**src/rtl/kecd_pkg.sv**
```systemverilog
// Package of the keyed exclusion change detector.
// Holds the beat payload types, table entry type, event kinds and the
// command and status groups shared by the controller and the datapath.
package kecd_pkg;

	localparam logic [1:0] KIND_ENTERED = 2'd0;
	localparam logic [1:0] KIND_CHANGED = 2'd1;
	localparam logic [1:0] KIND_EXITED  = 2'd2;

	typedef struct packed {
		logic [63:0] target_key;
		logic        cycle_done;
		logic        is_excluded;
		logic [15:0] code_number;
		logic [3:0]  cause_number;
		logic [31:0] cycle_number;
		logic [9:0]  target_position;
	} in_item_t;

	typedef struct packed {
		logic [1:0]  event_kind;
		logic [63:0] event_target;
		logic [31:0] event_cycle;
		logic [9:0]  event_position;
		logic [15:0] old_code;
		logic [3:0]  old_cause;
		logic [15:0] new_code;
		logic [3:0]  new_cause;
		logic        table_full;
	} out_item_t;

	typedef struct packed {
		logic        valid;
		logic [63:0] key;
		logic [15:0] code;
		logic [3:0]  cause;
	} entry_t;

	typedef struct packed {
		logic start;
		logic clear;
		logic scan;
		logic commit;
	} cmd_t;

	typedef struct packed {
		logic ignore;
		logic clear_done;
		logic scan_done;
		logic out_free;
	} sts_t;

endpackage

```
**src/rtl/kecd_ctrl.sv**
```systemverilog
// Controller of the keyed exclusion change detector: clear, idle, scan and
// decide states. Depends on kecd_pkg for the command and status groups.
module kecd_ctrl (
	input  logic          clk,
	input  logic          arst_n,
	input  logic          in_valid,
	output logic          in_ready,
	input  kecd_pkg::sts_t sts,
	output kecd_pkg::cmd_t cmd
);
	import kecd_pkg::*;

	typedef enum logic [3:0] {
		ST_CLEAR  = 4'b0001,
		ST_IDLE   = 4'b0010,
		ST_SCAN   = 4'b0100,
		ST_DECIDE = 4'b1000
	} state_t;

	state_t state_q;
	state_t state_d;
	logic   accept;

	assign in_ready = (state_q == ST_IDLE);
	assign accept   = in_ready && in_valid;

	always_comb begin
		cmd        = '0;
		cmd.start  = accept && !sts.ignore;
		cmd.clear  = (state_q == ST_CLEAR);
		cmd.scan   = (state_q == ST_SCAN);
		cmd.commit = (state_q == ST_DECIDE) && sts.out_free;
	end

	always_comb begin
		state_d = state_q;
		case (state_q)
			ST_CLEAR: begin
				if (sts.clear_done) begin
					state_d = ST_IDLE;
				end
			end
			ST_IDLE: begin
				if (cmd.start) begin
					state_d = ST_SCAN;
				end
			end
			ST_SCAN: begin
				if (sts.scan_done) begin
					state_d = ST_DECIDE;
				end
			end
			ST_DECIDE: begin
				if (sts.out_free) begin
					state_d = ST_IDLE;
				end
			end
			default: begin
				state_d = ST_CLEAR;
			end
		endcase
	end

	always_ff @(posedge clk or negedge arst_n) begin
		if (!arst_n) begin
			state_q <= ST_CLEAR;
		end else begin
			state_q <= state_d;
		end
	end

	a_commit_needs_room: assert property (@(posedge clk) disable iff (!arst_n)
		cmd.commit |-> sts.out_free)
		else $error("Event committed while the output register was occupied.");

	a_start_enters_scan: assert property (@(posedge clk) disable iff (!arst_n)
		cmd.start |=> state_q == ST_SCAN)
		else $error("Accepted record did not start a table scan.");

	a_commit_returns_idle: assert property (@(posedge clk) disable iff (!arst_n)
		cmd.commit |=> (state_q == ST_IDLE) && in_ready)
		else $error("Controller did not return to idle after a commit.");

endmodule

```
**config.mk**
```make
export PLATFORM = sky130hd
export DESIGN_NAME = kecd_ctrl
export DESIGN_NICKNAME = d
export VERILOG_FILES = /design/src/rtl/kecd_pkg.sv /design/src/rtl/kecd_ctrl.sv
export SDC_FILE = /design/constraint.sdc
export NUM_CORES = 1
export LEC_CHECK = 0
export ABC_CLOCK_PERIOD_IN_PS = 2450
export BUFFER_PORTS_ARGS = -buffer_cell sky130_fd_sc_hd__clkbuf_2
export CAP_MARGIN = 20
export CORE_AREA = 4 4 41 43
export DETAILED_ROUTE_END_ITERATION = 12
export DIE_AREA = 0 0 45 47
export GPL_ROUTABILITY_DRIVEN = 0
export HOLD_SLACK_MARGIN = 0.12
export SETUP_SLACK_MARGIN = 0.4
export SYNTH_ARGS = -nofsm -noshare
export SYNTH_HDL_FRONTEND = slang
export SYNTH_SLANG_ARGS = --single-unit
```
**constraint.sdc**
```tcl
create_clock -name clk -period 2.45 [get_ports clk]
set_input_delay 0.49 -clock clk [delete_from_list [all_inputs] [get_ports clk]]
set_output_delay 0.49 -clock clk [all_outputs]
set_load 0.01 [all_outputs]
```
* After elaboration in Yosys (flattened, before gate mapping) *
Index checks and enable logic that the tools add are counted.

storage, ports and cells
  flip-flop bits (word level) = 4
  logic and storage cells = 19
  input port bits = 7

operators by class
  equality and inequality tests = 8
  muxes and demuxes = 5
  reduce and logical (&&, ||, !) cells = 5

operators with widths
  kind                  count
  $mux W4               4
  $pmux W4 S4           1
  $ne A2 B2 Y1 const B  3
  $eq A4 B1 Y1 const B  1
  $eq A4 B2 Y1 const B  1
  $eq A4 B3 Y1 const B  1
  $eq A4 B4 Y1 const B  1
  $reduce_and A4 Y1     1
  $logic_and A1 B1 Y1   3
  $ne A2 B1 Y1 const B  1
  $logic_not A1 Y1      1

* Depth between registers and ports, before layout *
  word-level depth = 5
  mapped depth = 4
  mapped depth without buffers = 3

* Worst setup path before layout *
OpenSTA, ideal clock, no wires.

  path kind = input to output
  start point = input sts[3] (netlist bit)
  end point = output cmd[3] (netlist bit)
  stages on the path = 2
  arrival time = 1104 ps
  setup slack = 856 ps
  path buffers = 0
  cells stage by stage = nand2b_1 nor4b_1

RTL lines
  element      line            text
  from (decl)  kecd_ctrl.sv:8  input kecd_pkg::sts_t sts,
  to (decl)    kecd_ctrl.sv:9  output kecd_pkg::cmd_t cmd

==> out/qor_table.md <==
| Parameter | This run |
|:---|:---|
| Routed WL | 650 um |
| Yosys warns | 0 |
| Number of distinct standard cells referenced by the synthesized netlist | 20 |
| Area taken by flip-flops and latches | 101 um^2 |
| Final-layout worst hold slack | 0.410 ns |
| Synthesized Nets | 36 |
| Worst vdd ir | 0.169 mV |
| Final global-route overflow total | 0 |
| CP top delay family | simple AND/OR/NAND/NOR gates |
| Capturing point of the worst reg2reg path | state_q[0] |
| CP Capture Point | cmd[3] |
| Number of nets still failing antenna checks after routing | 0 |
| Reg clk slew, reported paths | 0.04 ns |
| Total global routing track utilization | 7.30% |
| Post-placement setup slack | 0.740 ns |
| Worst reg2reg path depth | 3 |
| Final setup violation count | 0 |
| Top layer in use | met4 |
| Total power divided by cell area | 904 mW/mm^2 |
| Worst Setup End Kind | output pin |
| Critical path depth | 3 |
| CTS tree | done |
| CTS hold repair buffers | 1 |
| Final antenna diode count | 0 |
| Fin. max-slew vios | 0 |
| Final standard cell area without fillers | 372 um^2 |
| Root Driver | clkbuf_4 |
| Cell-by-cell trace of the critical path | nor2b_1 -> nor4b_1 -> clkbuf_2 |
| Detailed-router iteration count before antenna repair | 4 |
| Arrival time at the worst endpoint | 1.42 ns |
| Slowest stage cell on the critical path | dfrtp_1 |
| Clock network latency to the later pin of the worst-skew pair | 0.25 ns |
| Maximum operating frequency | 524 MHz |
| Max incr delay on CP | 0.48 ns |
| Setup TNS Final | 0 ns |
| R2R Path Start | state_q[2] |
| Post-layout nets | 52 |
| Average routed wire per standard cell | 11.0 um |
| DIE HEIGHT | 47 um |
| Post-layout worst setup margin | 0.543 ns |
| # DRC | 0 |
| Largest buffer count on any clock path | 2 |
| Lkg Pwr | 0.180 nW |
| Number of gates resized after CTS | 0 |
| Commonest cells after routing, fill and taps aside | clkbuf_2 (11), nor2b_1 (3), clkbuf_4 (3), dfrtp_1 (3) |
| Clock buffers created by TritonCTS | 3 |
| Final-report hold violation count | 0 |
| Overall die width | 45 um |
| Worst reg2reg setup slack | 1.25 ns |
| Register name with the most flops | state_q |
| Top Registers | state_q (4) |
| Fill cell instance count of the final layout | 153 |
| Via count normalized by instance count | 4.66 |
| Core Rows | 13 |
| Mean post-synth cell area | 9.19 um^2 |
| Worst min path class | in -> reg |
| Clock Skews | 0.0101 ns |
| Die ar. | 0.00212 mm^2 |
| Starting Density | 20.5% |
| Crit path from | state_q[1] |
| Number of clock sinks | 4 |
| DRT iter0 DRCs | 8 |
| Sequential area share after synthesis | 38.0% |
| Met1 layer wirelength in the final routing | 304 um |
| Register bit total from synthesis | 4 |
| Setup crit start kind | flop |
| Number of buffers and inverters on the critical path | 1 |
| Fraction of layout instances using a drive strength above 1 | 36.4% |
| H-tree levels | 1 |
| Result of the run | completed |
| Number of input and output port buffers inserted | 11 |
| Count of vias placed by the detailed router | 275 |
| Worst endpoint required time | 1.96 ns |
| # Max-Cap Violations | 0 |
| Relative slew margins | 81.6% |
| Wire length of the first global-routing pass | 1.01 mm |
| Layout-stage area growth over the synthesis result | 39.4% |
| Syn Std Cell Area | 267 um^2 |
| Standard cell area after detailed placement | 335 um^2 |
| Number of antenna violations at the first check in global routing | 0 |
| Worst setup path class | reg -> out |
| Setup repair after global routing missed its margin | no |
| Detailed Place HPWL | 475 um |
| Core area | 0.00130 mm^2 |
| Cells after Synth | 29 |
| Max reg flops | 4 |
| Amount of wire on met3 after detailed routing | 30 um |
| Maximum net fanout on the critical path | 9 |
| Buffers inserted during post-CTS setup optimization | 0 |
| Vias in the first global route | 250 |
| Shortest clock period the worst path allows after layout | 1.91 ns |
| Area of combinational cells with multiple inputs | 153 um^2 |
| Total I/O pin count | 12 |
| Pin count of the biggest net entering global routing | 10 |
| Pin slew with the least headroom to its limit | 0.272 ns |
| Commonest non-fill, non-tap cell in the layout | clkbuf_2 |
| Met2 WL post-DR | 288 um |
| Ratio of final minimum period to clock period | 77.8% |
synthesized netlist by cell type:
master / n / share of area, %
o31ai_1: 2 / 5.6
dfrtp_1: 3 / 28
nor2b_1: 3 / 7.0
nand2b_1: 1 / 2.3
dfstp_2: 1 / 9.9
a21oi_1: 1 / 1.9
nor4b_1: 1 / 3.3
nor2_1: 2 / 2.8
nand3_1: 1 / 1.9
and3b_1: 1 / 3.3
and2_1: 1 / 2.3
nor4b_2: 1 / 5.6
inv_1: 2 / 2.8
o21ai_0: 1 / 1.9
nor3_1: 2 / 3.8
a2bb2oi_1: 1 / 3.3
buf_2: 1 / 1.9
nor3b_1: 2 / 5.6
nor4bb_1: 1 / 3.8
a22oi_1: 1 / 2.8
stage by stage:
stage	cells	util, %	power (mW)
finish	59	28.6	0.336
CTS	59	28.6	0.343
global placement	54	25.8	0.242
detailed placement	54	25.8	0.242
global route	59	28.6	0.364
floorplan	29	-	0.206
cell type report:
cell class | instances | area share, %
clock buffer | 4 | 7.07
timing repair buffer | 12 | 17.5
inverter | 2 | 2.02
tap | 15 | 5.05
sequential | 4 | 27.3
multi-input combinational | 22 | 41.1
worst register-to-register path: cells and delay by family, from the launching register on:
kind | cells | cell delay (ns)
DFF | 1 | 0.47
AOI/OAI and AO/OA | 2 | 0.44
and+or+nand+nor | 1 | 0.20
how the worst min path moves through the flow:
| stage | start | endpoint | slack, ns | cells after the start |
|---|---|---|---|---|
| after floorplan | arst_n | state_q[1] | 0.19 | 0 |
| after global placement | arst_n | state_q[1] | 0.30 | 1 |
| after detailed placement | arst_n | state_q[3] | 0.30 | 1 |
| after CTS | sts[2] | state_q[0] | 0.40 | 2 |
| after global routing | sts[2] | state_q[0] | 0.43 | 2 |
| final | sts[2] | state_q[0] | 0.41 | 2 |
metal layers:
metal,global-route usage [%],vias to the layer above
met5,0,-
met4,10.5,0
met3,1.15,2
met2,9.32,8
met1,8.76,129
li1,-,136
logic make-up after synthesis:
| kind of cell | share of synthesized area, % |
|---|---|
| simple gates | 41.8 |
| flops | 38.0 |
| buf+inv | 4.69 |
| compound gates | 15.5 |
power by group:
part / switching, mW / total, mW / internal [mW]
registers: 0.0367 / 0.126 / 0.0897
logic: 0.0481 / 0.115 / 0.0674
clock network: 0.0327 / 0.0942 / 0.0615
total: 0.117 / 0.336 / 0.219
No activity file was read; power rests on OpenSTA's default activity.
